===== config.mk =====
export PLATFORM = sky130hd
export DESIGN_NAME = arp_cache_with_retry
export DESIGN_NICKNAME = d
export VERILOG_FILES = /design/src/arpc_pkg.sv /design/src/arp_cache_with_retry.sv /design/src/arpc_ram.sv
export SDC_FILE = /design/constraint.sdc
export NUM_CORES = 2
export LEC_CHECK = 0
export ABC_AREA = 1
export BUFFER_PORTS_ARGS = -buffer_cell sky130_fd_sc_hd__buf_2
export CAP_MARGIN = 25
export CORE_AREA = 2 2 591 593
export CTS_CLUSTER_SIZE = 24
export DETAILED_ROUTE_END_ITERATION = 16
export DIE_AREA = 0 0 593 595
export SYNTH_ARGS = -nofsm -noshare
export SYNTH_HDL_FRONTEND = slang
export SYNTH_SLANG_ARGS = --single-unit
export TNS_END_PERCENT = 20

===== constraint.sdc =====
create_clock -name i_clk -period 7.9 [get_ports i_clk]
set_input_delay 0.395 -clock i_clk [delete_from_list [all_inputs] [get_ports i_clk]]
set_output_delay 0.395 -clock i_clk [all_outputs]
set_load 0.02 [all_outputs]

===== src/arpc_pkg.sv =====
// Package for the ARP cache: op and result codes, field widths, reset values.
// No dependencies; imported by arp_cache_with_retry and its testbench.
package arpc_pkg;
    localparam int IP_W    = 32;
    localparam int MAC_W   = 48;
    localparam int IFACE_W = 4;
    localparam int OP_W    = 3;
    localparam int KIND_W  = 3;
    localparam int TMO_W   = 16;
    localparam int SEND_W  = 8;
    localparam int CFG_W   = 16;
    localparam int CFGA_W  = 1;

    localparam int DEF_ENTRY_DEPTH = 16;
    localparam int DEF_REQ_DEPTH   = 16;
    localparam int DEF_IFACE_COUNT = 16;

    localparam logic [TMO_W-1:0]  TMO_RST  = 16'd30;
    localparam logic [SEND_W-1:0] SEND_RST = 8'd5;

    localparam logic [CFGA_W-1:0] REG_TIMEOUT   = 1'd0;
    localparam logic [CFGA_W-1:0] REG_MAX_SENDS = 1'd1;

    localparam logic [OP_W-1:0] OP_LOOKUP = 3'd0;
    localparam logic [OP_W-1:0] OP_INSERT = 3'd1;
    localparam logic [OP_W-1:0] OP_QUEUE  = 3'd2;
    localparam logic [OP_W-1:0] OP_REMOVE = 3'd3;
    localparam logic [OP_W-1:0] OP_TICK   = 3'd4;
    localparam logic [OP_W-1:0] OP_CLEAR  = 3'd5;

    localparam logic [KIND_W-1:0] K_LOOKUP = 3'd0;
    localparam logic [KIND_W-1:0] K_INSERT = 3'd1;
    localparam logic [KIND_W-1:0] K_QUEUE  = 3'd2;
    localparam logic [KIND_W-1:0] K_REMOVE = 3'd3;
    localparam logic [KIND_W-1:0] K_SEND   = 3'd4;
    localparam logic [KIND_W-1:0] K_TICK   = 3'd5;
    localparam logic [KIND_W-1:0] K_CLEAR  = 3'd6;
endpackage


===== src/arp_cache_with_retry.sv =====
// ARP cache with pending-request retry. Cache entries (address, MAC, age, live)
// and pending requests sit in two RAM-backed tables of ENTRY_DEPTH and REQ_DEPTH
// slots. Lookup walks the cache table, queue and remove the request table, and
// insert and tick walk both, one slot per cycle through the RAM read port (read,
// compare, write back); a tick walk holds on each send beat until the output
// register is free. Clear only resets the live bits.
// One item is in work at a time; the result register decouples the two sides,
// so the next item is accepted as soon as the sequencer is idle, even while the
// last result beat still waits. Uses arpc_pkg and arpc_ram.
module arp_cache_with_retry
    import arpc_pkg::*;
#(
    parameter int ENTRY_DEPTH = DEF_ENTRY_DEPTH,
    parameter int REQ_DEPTH   = DEF_REQ_DEPTH,
    parameter int IFACE_COUNT = DEF_IFACE_COUNT
) (
    input  logic               i_clk,
    input  logic               i_rst_n,
    input  logic               i_cfg_we,
    input  logic [CFGA_W-1:0]  i_cfg_idx,
    input  logic [CFG_W-1:0]   i_cfg_data,
    input  logic               i_valid,
    output logic               o_stall,
    input  logic [OP_W-1:0]    i_op,
    input  logic [IP_W-1:0]    i_ip,
    input  logic [MAC_W-1:0]   i_mac,
    input  logic [IFACE_W-1:0] i_iface,
    output logic               o_valid,
    input  logic               i_stall,
    output logic [KIND_W-1:0]  o_kind,
    output logic               o_hit,
    output logic [MAC_W-1:0]   o_found_mac,
    output logic [IP_W-1:0]    o_target_ip,
    output logic [IFACE_W-1:0] o_send_iface,
    output logic               o_full_res,
    output logic               o_last
);
    localparam int EA_W = $clog2(ENTRY_DEPTH);
    localparam int RA_W = $clog2(REQ_DEPTH);
    localparam int EC_W = $clog2(ENTRY_DEPTH + 1);
    localparam int RC_W = $clog2(REQ_DEPTH + 1);
    localparam int EW_W = IP_W + MAC_W + TMO_W;
    localparam int RW_W = IP_W + IFACE_W + SEND_W;
    localparam logic [IFACE_W-1:0] IFACE_MAX = IFACE_W'(IFACE_COUNT - 1);

    // sequencer states
    localparam logic [3:0] S_IDLE  = 4'd0;
    localparam logic [3:0] S_ESCAN = 4'd1;  // cache walk (lookup/insert/tick)
    localparam logic [3:0] S_RSCAN = 4'd2;  // request walk (insert/queue/remove/tick)
    localparam logic [3:0] S_FIN   = 4'd3;  // act on scan results
    localparam logic [3:0] S_SEND  = 4'd4;  // tick send beat waiting
    localparam logic [3:0] S_OUT   = 4'd5;  // final beat waiting

    logic [3:0] r_state, n_state;
    logic [TMO_W-1:0]  r_tmo;
    logic [SEND_W-1:0] r_maxs;

    // latched item
    logic [OP_W-1:0]    r_op;
    logic [IP_W-1:0]    r_ip;
    logic [MAC_W-1:0]   r_mac;
    logic [IFACE_W-1:0] r_iface;

    logic [ENTRY_DEPTH-1:0] r_elive;
    logic [REQ_DEPTH-1:0]   r_rlive;

    // scan counters: issue index and a check index that trails it by one register
    logic [EC_W-1:0] r_ecnt;
    logic [RC_W-1:0] r_rcnt;
    logic            r_chk;
    logic [EA_W-1:0] r_eidx;
    logic [RA_W-1:0] r_ridx;

    // scan results
    logic            r_ematch, r_efree, r_pmatch, r_pfree;
    logic [EA_W-1:0] r_emslot, r_efslot;
    logic [RA_W-1:0] r_pmslot, r_pfslot;
    logic [MAC_W-1:0] r_fmac;

    // request slot held for a send beat and its write-back
    logic [IP_W-1:0]    r_sip;
    logic [IFACE_W-1:0] r_sif;
    logic [SEND_W-1:0]  r_ssnd;

    // output register
    logic               r_ov;
    logic [KIND_W-1:0]  r_kind;
    logic               r_hit, r_full, r_last;
    logic [MAC_W-1:0]   r_omac;
    logic [IP_W-1:0]    r_oip;
    logic [IFACE_W-1:0] r_oif;

    // RAM ports
    logic            e_we, r_we;
    logic [EA_W-1:0] e_wa, e_ra;
    logic [RA_W-1:0] q_wa, q_ra;
    logic [EW_W-1:0] e_wd, e_rd;
    logic [RW_W-1:0] q_wd, q_rd;

    arpc_ram #(.WIDTH(EW_W), .DEPTH(ENTRY_DEPTH)) u_eram (
        .i_clk(i_clk), .i_we(e_we), .i_waddr(e_wa), .i_wdata(e_wd),
        .i_raddr(e_ra), .o_rdata(e_rd));
    arpc_ram #(.WIDTH(RW_W), .DEPTH(REQ_DEPTH)) u_rram (
        .i_clk(i_clk), .i_we(r_we), .i_waddr(q_wa), .i_wdata(q_wd),
        .i_raddr(q_ra), .o_rdata(q_rd));

    logic [IP_W-1:0]   e_ip, q_ip;
    logic [MAC_W-1:0]  e_mac;
    logic [TMO_W-1:0]  e_age, e_age1;
    logic [IFACE_W-1:0] q_if;
    logic [SEND_W-1:0] q_snd;
    assign {e_ip, e_mac, e_age} = e_rd;
    assign {q_ip, q_if, q_snd}  = q_rd;
    assign e_age1 = (e_age == '1) ? e_age : e_age + 1'b1;

    logic accept, out_free, is_tick, e_last_iss, r_last_iss;
    assign accept   = i_valid && !o_stall;
    assign out_free = !r_ov || !i_stall;
    assign o_stall  = (r_state != S_IDLE);
    assign is_tick  = (r_op == OP_TICK);
    assign e_last_iss = (r_ecnt == EC_W'(ENTRY_DEPTH));
    assign r_last_iss = (r_rcnt == RC_W'(REQ_DEPTH));

    assign e_ra = r_ecnt[EA_W-1:0];
    assign q_ra = r_rcnt[RA_W-1:0];

    // tick-walk pending send: in S_SEND the checked slot data is held
    logic send_fire;

    always_comb begin
        n_state = r_state;
        e_we = 1'b0; e_wa = r_eidx; e_wd = {e_ip, e_mac, e_age1};
        r_we = 1'b0; q_wa = r_ridx; q_wd = {r_sip, r_sif, r_ssnd};
        send_fire = 1'b0;
        case (r_state)
            S_IDLE: begin
                if (accept) begin
                    if (i_op inside {OP_LOOKUP, OP_INSERT, OP_TICK}) begin
                        n_state = S_ESCAN;
                    end else if (i_op inside {OP_QUEUE, OP_REMOVE}) begin
                        n_state = S_RSCAN;
                    end else if (i_op == OP_CLEAR) begin
                        n_state = S_OUT;
                    end
                end
            end
            S_ESCAN: begin
                if (r_chk && is_tick && r_elive[r_eidx]) begin
                    e_we = 1'b1;
                end
                if (r_chk && r_eidx == EA_W'(ENTRY_DEPTH - 1)) begin
                    n_state = (r_op == OP_LOOKUP) ? S_FIN : S_RSCAN;
                end
            end
            S_RSCAN: begin
                if (r_chk && is_tick && r_rlive[r_ridx] && q_snd < r_maxs) begin
                    send_fire = 1'b1;
                    n_state = S_SEND;
                end else if (r_chk && r_ridx == RA_W'(REQ_DEPTH - 1)) begin
                    n_state = S_FIN;
                end
            end
            S_SEND: begin
                if (out_free) begin
                    r_we = 1'b1;
                    n_state = (r_ridx == RA_W'(REQ_DEPTH - 1)) ? S_FIN : S_RSCAN;
                end
            end
            S_FIN: begin
                if (r_op == OP_INSERT && (r_ematch || r_efree)) begin
                    e_we = 1'b1;
                    e_wa = r_ematch ? r_emslot : r_efslot;
                    e_wd = {r_ip, r_mac, {TMO_W{1'b0}}};
                end
                if (r_op == OP_QUEUE && !r_pmatch && r_pfree) begin
                    r_we = 1'b1;
                    q_wa = r_pfslot;
                    q_wd = {r_ip, (r_iface > IFACE_MAX) ? IFACE_MAX : r_iface,
                            {SEND_W{1'b0}}};
                end
                n_state = S_OUT;
            end
            S_OUT: begin
                if (out_free) n_state = S_IDLE;
            end
            default: n_state = S_IDLE;
        endcase
    end

    always_ff @(posedge i_clk) begin
        if (!i_rst_n) begin
            r_state <= S_IDLE;
            r_tmo   <= TMO_RST;
            r_maxs  <= SEND_RST;
            r_elive <= '0;
            r_rlive <= '0;
            r_ov    <= 1'b0;
            r_chk   <= 1'b0;
            r_ecnt  <= '0;
            r_rcnt  <= '0;
        end else begin
            r_state <= n_state;
            if (i_cfg_we) begin
                case (i_cfg_idx)
                    REG_TIMEOUT:   r_tmo  <= i_cfg_data;
                    REG_MAX_SENDS: r_maxs <= i_cfg_data[SEND_W-1:0];
                    default: ;
                endcase
            end
            // beat taken; the states that load a new beat set it themselves
            if (r_ov && !i_stall && r_state != S_SEND && r_state != S_OUT) begin
                r_ov <= 1'b0;
            end

            case (r_state)
                S_IDLE: begin
                    if (accept) begin
                        r_op <= i_op; r_ip <= i_ip; r_mac <= i_mac; r_iface <= i_iface;
                        r_ematch <= 1'b0; r_efree <= 1'b0;
                        r_pmatch <= 1'b0; r_pfree <= 1'b0;
                        r_fmac <= '0;
                        r_ecnt <= '0; r_rcnt <= '0; r_chk <= 1'b0;
                        if (i_op == OP_CLEAR) begin
                            r_elive <= '0; r_rlive <= '0;
                        end
                    end
                end
                S_ESCAN: begin
                    if (!e_last_iss) r_ecnt <= r_ecnt + 1'b1;
                    r_chk  <= !e_last_iss;
                    r_eidx <= r_ecnt[EA_W-1:0];
                    if (r_chk) begin
                        if (is_tick) begin
                            if (r_elive[r_eidx] && e_age1 > r_tmo) r_elive[r_eidx] <= 1'b0;
                        end else if (r_elive[r_eidx] && e_ip == r_ip && !r_ematch) begin
                            r_ematch <= 1'b1; r_emslot <= r_eidx; r_fmac <= e_mac;
                        end else if (!r_elive[r_eidx] && !r_efree) begin
                            r_efree <= 1'b1; r_efslot <= r_eidx;
                        end
                    end
                end
                S_RSCAN: begin
                    if (!send_fire) begin
                        if (!r_last_iss) r_rcnt <= r_rcnt + 1'b1;
                        r_chk  <= !r_last_iss;
                        r_ridx <= r_rcnt[RA_W-1:0];
                    end
                    if (r_chk) begin
                        if (is_tick) begin
                            if (r_rlive[r_ridx] && q_snd >= r_maxs) r_rlive[r_ridx] <= 1'b0;
                        end else if (r_rlive[r_ridx] && q_ip == r_ip && !r_pmatch) begin
                            r_pmatch <= 1'b1; r_pmslot <= r_ridx;
                        end else if (!r_rlive[r_ridx] && !r_pfree) begin
                            r_pfree <= 1'b1; r_pfslot <= r_ridx;
                        end
                    end
                    if (send_fire) begin
                        // hold the slot until its beat is loaded and written back
                        r_sip <= q_ip; r_sif <= q_if; r_ssnd <= q_snd + 1'b1;
                        r_chk <= 1'b0;
                    end
                end
                S_SEND: begin
                    if (out_free) begin
                        r_ov <= 1'b1; r_kind <= K_SEND; r_hit <= 1'b0;
                        r_full <= 1'b0; r_last <= 1'b0; r_omac <= '0;
                        r_oip <= r_sip; r_oif <= r_sif;
                        // re-read the next slot; r_rcnt already points at it
                        r_chk  <= (r_ridx != RA_W'(REQ_DEPTH - 1));
                        r_ridx <= r_rcnt[RA_W-1:0];
                        if (!r_last_iss) r_rcnt <= r_rcnt + 1'b1;
                    end
                end
                S_FIN: begin
                    if (r_op == OP_INSERT && (r_ematch || r_efree)) begin
                        r_elive[r_ematch ? r_emslot : r_efslot] <= 1'b1;
                    end
                    if (r_op == OP_QUEUE && !r_pmatch && r_pfree) r_rlive[r_pfslot] <= 1'b1;
                    if (r_op == OP_REMOVE && r_pmatch) r_rlive[r_pmslot] <= 1'b0;
                end
                S_OUT: begin
                    if (out_free) begin
                        r_ov <= 1'b1; r_last <= 1'b1;
                        r_oip <= '0; r_oif <= '0;
                        r_omac <= (r_op == OP_LOOKUP) ? r_fmac : '0;
                        r_hit <= (r_op == OP_LOOKUP) ? r_ematch :
                                 (r_op == OP_INSERT) ? r_pmatch : 1'b0;
                        r_full <= (r_op == OP_INSERT) ? !(r_ematch || r_efree) :
                                  (r_op == OP_QUEUE) ? (!r_pmatch && !r_pfree) : 1'b0;
                        case (r_op)
                            OP_LOOKUP: r_kind <= K_LOOKUP;
                            OP_INSERT: r_kind <= K_INSERT;
                            OP_QUEUE:  r_kind <= K_QUEUE;
                            OP_REMOVE: r_kind <= K_REMOVE;
                            OP_TICK:   r_kind <= K_TICK;
                            default:   r_kind <= K_CLEAR;
                        endcase
                    end
                end
                default: ;
            endcase
        end
    end

    assign o_valid      = r_ov;
    assign o_kind       = r_kind;
    assign o_hit        = r_hit;
    assign o_found_mac  = r_omac;
    assign o_target_ip  = r_oip;
    assign o_send_iface = r_oif;
    assign o_full_res   = r_full;
    assign o_last       = r_last;
endmodule


===== src/arpc_ram.sv =====
// Generic single-port-write, one-read RAM with registered read data.
// No dependencies.
module arpc_ram #(
    parameter int WIDTH = 8,
    parameter int DEPTH = 16
) (
    input  logic                     i_clk,
    input  logic                     i_we,
    input  logic [$clog2(DEPTH)-1:0] i_waddr,
    input  logic [WIDTH-1:0]         i_wdata,
    input  logic [$clog2(DEPTH)-1:0] i_raddr,
    output logic [WIDTH-1:0]         o_rdata
);
    logic [WIDTH-1:0] r_mem [DEPTH];

    always_ff @(posedge i_clk) begin
        if (i_we) begin
            r_mem[i_waddr] <= i_wdata;
        end
        o_rdata <= r_mem[i_raddr];
    end
endmodule


==> Word-level counts from Yosys, hierarchy flattened <==
Memory sizes are Yosys's and may differ from the RTL's. A register that Yosys moved wholly into a read port is not among the register bits.
Cells that the tools add are included.
{ "word_totals": {"mem_bits_rw": 2240, "wordCells": 320, "reg_bits": 369, "latchBits": 0, "romBits": 0, "n_memories": 2} }
{ "op_classes": {"n_bitwise": 12, "n_lt_le_gt_ge": 14, "reduce_logical": 78, "n_eq_ne": 48, "n_shift": 0, "add_sub_neg": 4, "muxes": 128, "div_mod_pow": 0, "mul": 0} }
{ "mem_list": {"columns": ["memory", "depth", "word_bits", "rd", "rd_clocked_by_memory_dff", "write_ports", "line_no", "source"], "rows": [
  ["u_eram.r_mem", 16, 96, 1, 1, 1, "arpc_ram.sv:14", "logic [WIDTH-1:0] r_mem [DEPTH];"],
  ["u_rram.r_mem", 16, 44, 1, 1, 1, "arpc_ram.sv:14", null]
]} }
{ "ops": {"columns": ["cell", "count"], "rows": [
  ["48-bit 2-to-1 mux", 7],
  ["16-bit 2-to-1 mux", 14],
  ["96-bit 2-to-1 mux", 2],
  ["48-bit one-hot mux with 2 select lines", 2],
  ["16-bit one-hot mux with 3 select lines", 2],
  ["44-bit 2-to-1 mux", 2],
  ["4-bit 2-to-1 mux", 18],
  ["32-bit == test", 2],
  ["32-bit 2-to-1 mux", 2],
  ["32-bit one-hot mux with 2 select lines", 1],
  ["16-bit bitwise AND", 3],
  ["16-bit NOT", 3],
  ["1-bit 2-to-1 mux", 47],
  ["2-bit != test (second input constant)", 22],
  ["6-bit AND reduction", 6],
  ["16-bit bitwise OR", 2],
  ["1-bit logical AND", 28],
  ["4-bit by 5-bit less-than comparator with 1-bit output (second input constant)", 5],
  ["5-bit 2-to-1 mux", 5],
  ["4-bit one-hot mux with 6 select lines", 1],
  ["7-bit AND reduction", 3],
  ["1-bit demux with 4-bit select", 5],
  ["4-bit by 1-bit >= comparator with 1-bit output (second input constant)", 5],
  ["1-bit one-hot mux with 2 select lines", 9],
  ["other kinds (40)", 88]
]} }

==> Logic depth before layout (Yosys ltp) <==
{ "depth": {"word_depth": 11, "ltp_mapped": 24, "mapped_depth_nobuf": 23} }

==> By module <==
A second synthesis with hierarchy kept.
{ "unflattened": {"hier_cells": 11412, "area_unflattened_um2": 117305.0} }
{ "modules_own_cells": {"columns": ["mod", "instances", "area_each_um2", "cells_each"], "rows": [
  ["arpc_ram (u_eram)", 1, 67643.6, 6302],
  ["arpc_ram (u_rram)", 1, 30943.4, 2903],
  ["arp_cache_with_retry", 1, 18718.0, 2207]
]} }

==> Worst setup path before layout <==
OpenSTA, ideal clock, no wires.
{ "synth_timing": {"path_type": "register -> register", "startpoint": "register r_state[2]", "endpoint": "register r_omac[0], in the netlist o_found_mac[0], enable pin", "arrival_time_ns": 6.853, "stages_incl_launch_ff": 6, "setup_ns": 0.649, "slack_ns": 0.398, "path_buffers": 1, "required_time_ns": 7.251, "synth_period_minus_slack_ns": 7.502, "path_cell_list": "dfxtp_1 buf_2 inv_1 nor2_1 inv_1 nor3_1"} }
{ "synth_between": {"elab_chain_len": 3, "elab_cells_between_ends": 6, "classes_between": "4 x eq/ne; 2 x reduce/logical"} }
{ "synth_lines": {"columns": ["item", "line_no", "source"], "rows": [
  ["start: declaration", "arp_cache_with_retry.sv:54", "logic [3:0] r_state, n_state;"],
  ["start signal: assignment", "arp_cache_with_retry.sv:202", "r_state <= n_state;"],
  ["4-bit by 3-bit == test with 1-bit output", "arp_cache_with_retry.sv:215", "case (r_state)"],
  ["2-bit != test (no source line) or 2-bit nonzero test (tied branches)", null, null],
  ["4-bit AND reduction (no source line) (*)", null, null],
  ["end signal: assignment", "arp_cache_with_retry.sv:285", "r_omac <= (r_op == OP_LOOKUP) ? r_fmac : '0;"],
  ["end: declaration", "arp_cache_with_retry.sv:89", "logic [MAC_W-1:0] r_omac;"]
]} }
Every way passes the cells marked *; elsewhere a longest branch is shown, timed or not.
A chain may end at the register's enable or synchronous reset.

==> Worst setup path after layout <==
{ "layout_timing": {"startpoint": "register r_op[2]", "endpoint": "memory u_eram.r_mem[14][18] (netlist bit), enable pin"} }
{ "layout_between": {"elab_chain_len": 7, "elab_cells_between_ends": 12, "classes_between": "2 x eq/ne; 7 x mux; 3 x reduce/logical"} }
{ "layout_lines": {"columns": ["item", "line_no", "source"], "rows": [
  ["start: declaration", "arp_cache_with_retry.sv:59", "logic [OP_W-1:0] r_op;"],
  ["start signal: assignment", "arp_cache_with_retry.sv:218", "r_op <= i_op; r_ip <= i_ip; r_mac <= i_mac; r_iface <= i_iface;"],
  ["3-bit == test", "arp_cache_with_retry.sv:120", "assign is_tick = (r_op == OP_TICK);"],
  ["1-bit logical AND (2 in series)", "arp_cache_with_retry.sv:148", "if (r_chk && is_tick && r_elive[r_eidx]) begin"],
  ["1-bit 2-to-1 mux", "arp_cache_with_retry.sv:148", null],
  ["1-bit one-hot mux with 2 select lines", "arp_cache_with_retry.sv:135", "case (r_state)"],
  ["1-bit 2-to-1 mux", "arpc_ram.sv:17", "if (i_we) begin"],
  ["1-bit 2-to-1 mux (implied by the code)", "arpc_ram.sv:18", "r_mem[i_waddr] <= i_wdata;"],
  ["end: declaration", "arpc_ram.sv:14", null]
]} }
Parallel ways exist; a longest one is shown, timed or not.

==> run summary <==
critical path's top delay family = simple AND/OR/NAND/NOR gates
Fmax achieved = 179 MHz
Sw Pwr = 12200 µW
Worst R2R Setup Slack = 2.31 ns
Synth Area in Adders = 0.351%
CTS tree = yes
H-tree Lvls = 5
worst-path cell chain = inv_2 -> nand2_1 -> nor2_1 -> o21ai_0 -> nor2_4 -> inv_1 -> o21ai_0 -> nand3_1 -> nor2_4 -> buf_4
CP Capture Type = flop
Critical R2R Launch = r_op[2]
Num Clock Sinks = 2748
max incr delay on CP = 0.89 ns
Final period util = 70.8%
initial core utilization = 30.8%
Syn. warnings = 0
First DRT Iteration DRCs = 7091
gr ovfl total = 0
hold_ws = 0.0953 ns
Leak = 0.0415 µW
Max-Slew Margin vs Limit = 27.5%
main combinational cell family by area after synthesis = compound AO/OA/AOI/OAI gates
area of the mapped netlist = 107000 µm²
syn nets = 8508
Synth Area in XOR/XNOR = 0.311%
cts bufs inserted = 287
die height = 595 µm
async set-reset flop share out of synthesis = 0%
final WL = 297000 µm
post-synthesis cell count = 8369
Seq/Total Area, Yosys = 75.2%
Clock Latency Late Sink = 0.87 ns
overall routing resource usage = 16.3%
1st-pass router iterations = 7
antenna violations before repair = 22
post-synthesis compound-gate area fraction = 11.3%
Net Sw Frac = 30.3%
ANT nets after route = 0
CP Depth = 10
clock tree buffer depth = 4
Pwr Density = 323 nW/µm²
Clk network pwr share = 33.6%
Die ar. = 353000 µm²
mux cell area share after synthesis = 0%
Final Critical Period = 5.59 ns
worst hold path type = input pin to flop
final hold vios = 0
hold path cells = 3
post-CTS setup repair buffer count = 0
most common cell after layout, fill and taps aside = edfxtp_1
Synth Flop Type = edfxtp_1
setup ws final = 2.31 ns
Mean Syn Cell Area = 12.8 µm²
largest net degree at the start of global routing = 176
Startpoint Class = flop
RePlAce Congestion = 0.858
Cell Rows = 217
Final Skew = 0.0871 ns
P_int = 28100 µW
most frequent cells in the layout = edfxtp_1 (2537), nor2_1 (1390), o21ai_0 (1331), nand2_1 (719), inv_1 (361)
wire per inst = 22.0 µm
Arr. time, crit path = 6.06 ns
layout cell share with drive strength beyond 1 = 10.8%
status = complete, no violations
nets@finish = 8836
Hold EP = r_maxs[6]
worst flop-to-flop path endpoint = u_eram.r_mem[14][18]
Crit Path Max Fanout = 47
Worst-Margin Slew = 1.09 ns
Hold Startpoint = i_cfg_we
worst slack, placed = 2.42 ns
routed via count = 69400
CP Data Required Time = 8.37 ns
clock root buffer = clkbuf_16
Worst VDD drop = 0.174 mV
r2r worst-path depth = 10
Combinational Power Share = 20.6%
RSZ-0062 raised after global routing = false
Post-synth EDFFs = 2537
Max Slew Vio Count = 0
Final Power = 40300 µW
Seq pwr share = 45.8%
Synth cell types = 46
Fin Setup TNS = 0 ns
Clock transition at path regs = 0.06 ns
Post-Synth Simple-Gate Area = 9.58%
crit path from = r_op[2]
worst path bufs/invs = 3
P&R area growth vs syn = 16.7%
first-pass GRT wire length = 437000 µm
Via density = 5.13
maxcap violations = 0
kind of critical path = flop to flop
drt drc = 0
synthesized flop and latch total = 2748
Die W = 593 µm
vias in the first global route = 67800
# IOs = 201
DP HPWL = 165000 µm
CORE AREA = 347000 µm²
Slowest-stage cell, CP = nor2_4
Final Setup Violations = 0
IO buf count = 200
logic make-up (layout without fill, tap and decap cells):
logic type / count (synthesis) / after routing
other: 0 / 5
xor gates and xnor gates: 38 / 38
buffers and inverters: 896 / 1455
adders and majority gates: 30 / 30
AOI/OAI and AO/OA: 2099 / 2099
and+or+nand+nor: 2558 / 2558
DFF: 2748 / 2748
worst max-delay path by stage:
stage                                       to  slack [ns]
after floorplan                 o_found_mac[0]        0.40
after global placement    u_eram.r_mem[14][40]        2.50
after detailed placement  u_eram.r_mem[14][33]        2.42
after CTS                 u_eram.r_mem[14][22]        2.36
after global routing      u_eram.r_mem[14][22]        1.89
final                     u_eram.r_mem[14][18]        2.31
final cells by class:
class / instances / area [µm²]
Clock buffer: 376 / 7930
Clock inverter: 144 / 1490
Tap cell: 4599 / 5750
Antenna cell: 5 / 12.5
Multi-Input combinational cell: 4725 / 23400
Inverter: 380 / 1460
Fill cell: 32800 / 222000
Timing Repair Buffer: 555 / 4350
Sequential cell: 2748 / 80400
worst register-to-register path, delay by kind of cell (launching register included):
family	cells	cell delay [ns]
AOI/OAI and AO/OA	2	0.79
DFF	1	0.37
and+or+nand+nor	5	2.40
buffers and inverters	3	1.56
repair_timing:
action,4_1_cts,5_1_grt
setup endpoints to repair,0,0
resized for setup,0,0
hold buffers,112,0
hold endpoints to repair,113,0
metal layers:
layer / global-route usage [%] / vias up / wire [µm]
met4: 5.60 / 4 / 9970
met5: 0 / - / 26
met3: 2.53 / 495 / 21200
met1: 21.7 / 34900 / 124000
met2: 26.9 / 2800 / 142000
li1: - / 31300 / -
synth_stat cells, types with 6 or more instances:
| cell type | number | area [µm²] |
|---|---|---|
| nor2_1 | 1425 | 5350 |
| nor3_1 | 28 | 140 |
| inv_1 | 367 | 1380 |
| a211oi_1 | 27 | 203 |
| clkbuf_1 | 460 | 1730 |
| edfxtp_1 | 2537 | 76200 |
| xor2_1 | 21 | 184 |
| a21oi_1 | 76 | 380 |
| o21a_1 | 6 | 45.0 |
| o221ai_1 | 232 | 2030 |
| xnor2_1 | 17 | 149 |
| o211ai_1 | 53 | 398 |
| nand2_2 | 11 | 68.8 |
| inv_2 | 8 | 30.0 |
| nand2_1 | 719 | 2700 |
| buf_1 | 28 | 105 |
| buf_2 | 24 | 120 |
| a21oi_2 | 7 | 61.3 |
| ha_1 | 30 | 375 |
| o22ai_1 | 333 | 2080 |
| dfxtp_1 | 211 | 4220 |
| or2_2 | 8 | 50.1 |
| a31oi_1 | 16 | 100 |
| o21ai_0 | 1333 | 6670 |
| a22oi_1 | 8 | 60.1 |
| nand3_1 | 315 | 1580 |
| nor4_1 | 10 | 62.6 |
| nand4_1 | 24 | 150 |
power by group through the flow:
| stage | Sequential (µW) | Clock [µW] | Combinational, µW |
|---|---|---|---|
| after floorplan | 18500 | 0 | 5200 |
| after global placement | 18800 | 0 | 7830 |
| after detailed placement | 18800 | 0 | 8140 |
| after CTS | 18500 | 13800 | 8220 |
| after global routing | 18500 | 14400 | 9190 |
| final | 18500 | 13500 | 8300 |
flip-flops by register name, summed over array words and instances, names as in the netlist, 5 cells and up:
signal / flops
u_rram.o_rdata: 44
r_ip: 32
r_elive: 16
r_ecnt: 5
u_eram.o_rdata: 96
r_tmo: 16
o_found_mac: 48
u_eram.r_mem: 1536
r_rlive: 16
u_rram.r_mem: 704
r_mac: 48
r_fmac: 48
r_maxs: 8
r_ssnd: 8
o_target_ip: 32
r_sip: 32
r_rcnt: 5
stage by stage:
step	area (µm²)	std cells	util (%)
global placement	114000	12900	32.7
finish	125000	13500	35.9
global route	125000	13500	35.9
floorplan	107000	8369	-
CTS	124000	13500	35.8
detailed placement	114000	12900	32.8
Note: power is estimated with default switching activity, not from simulation.
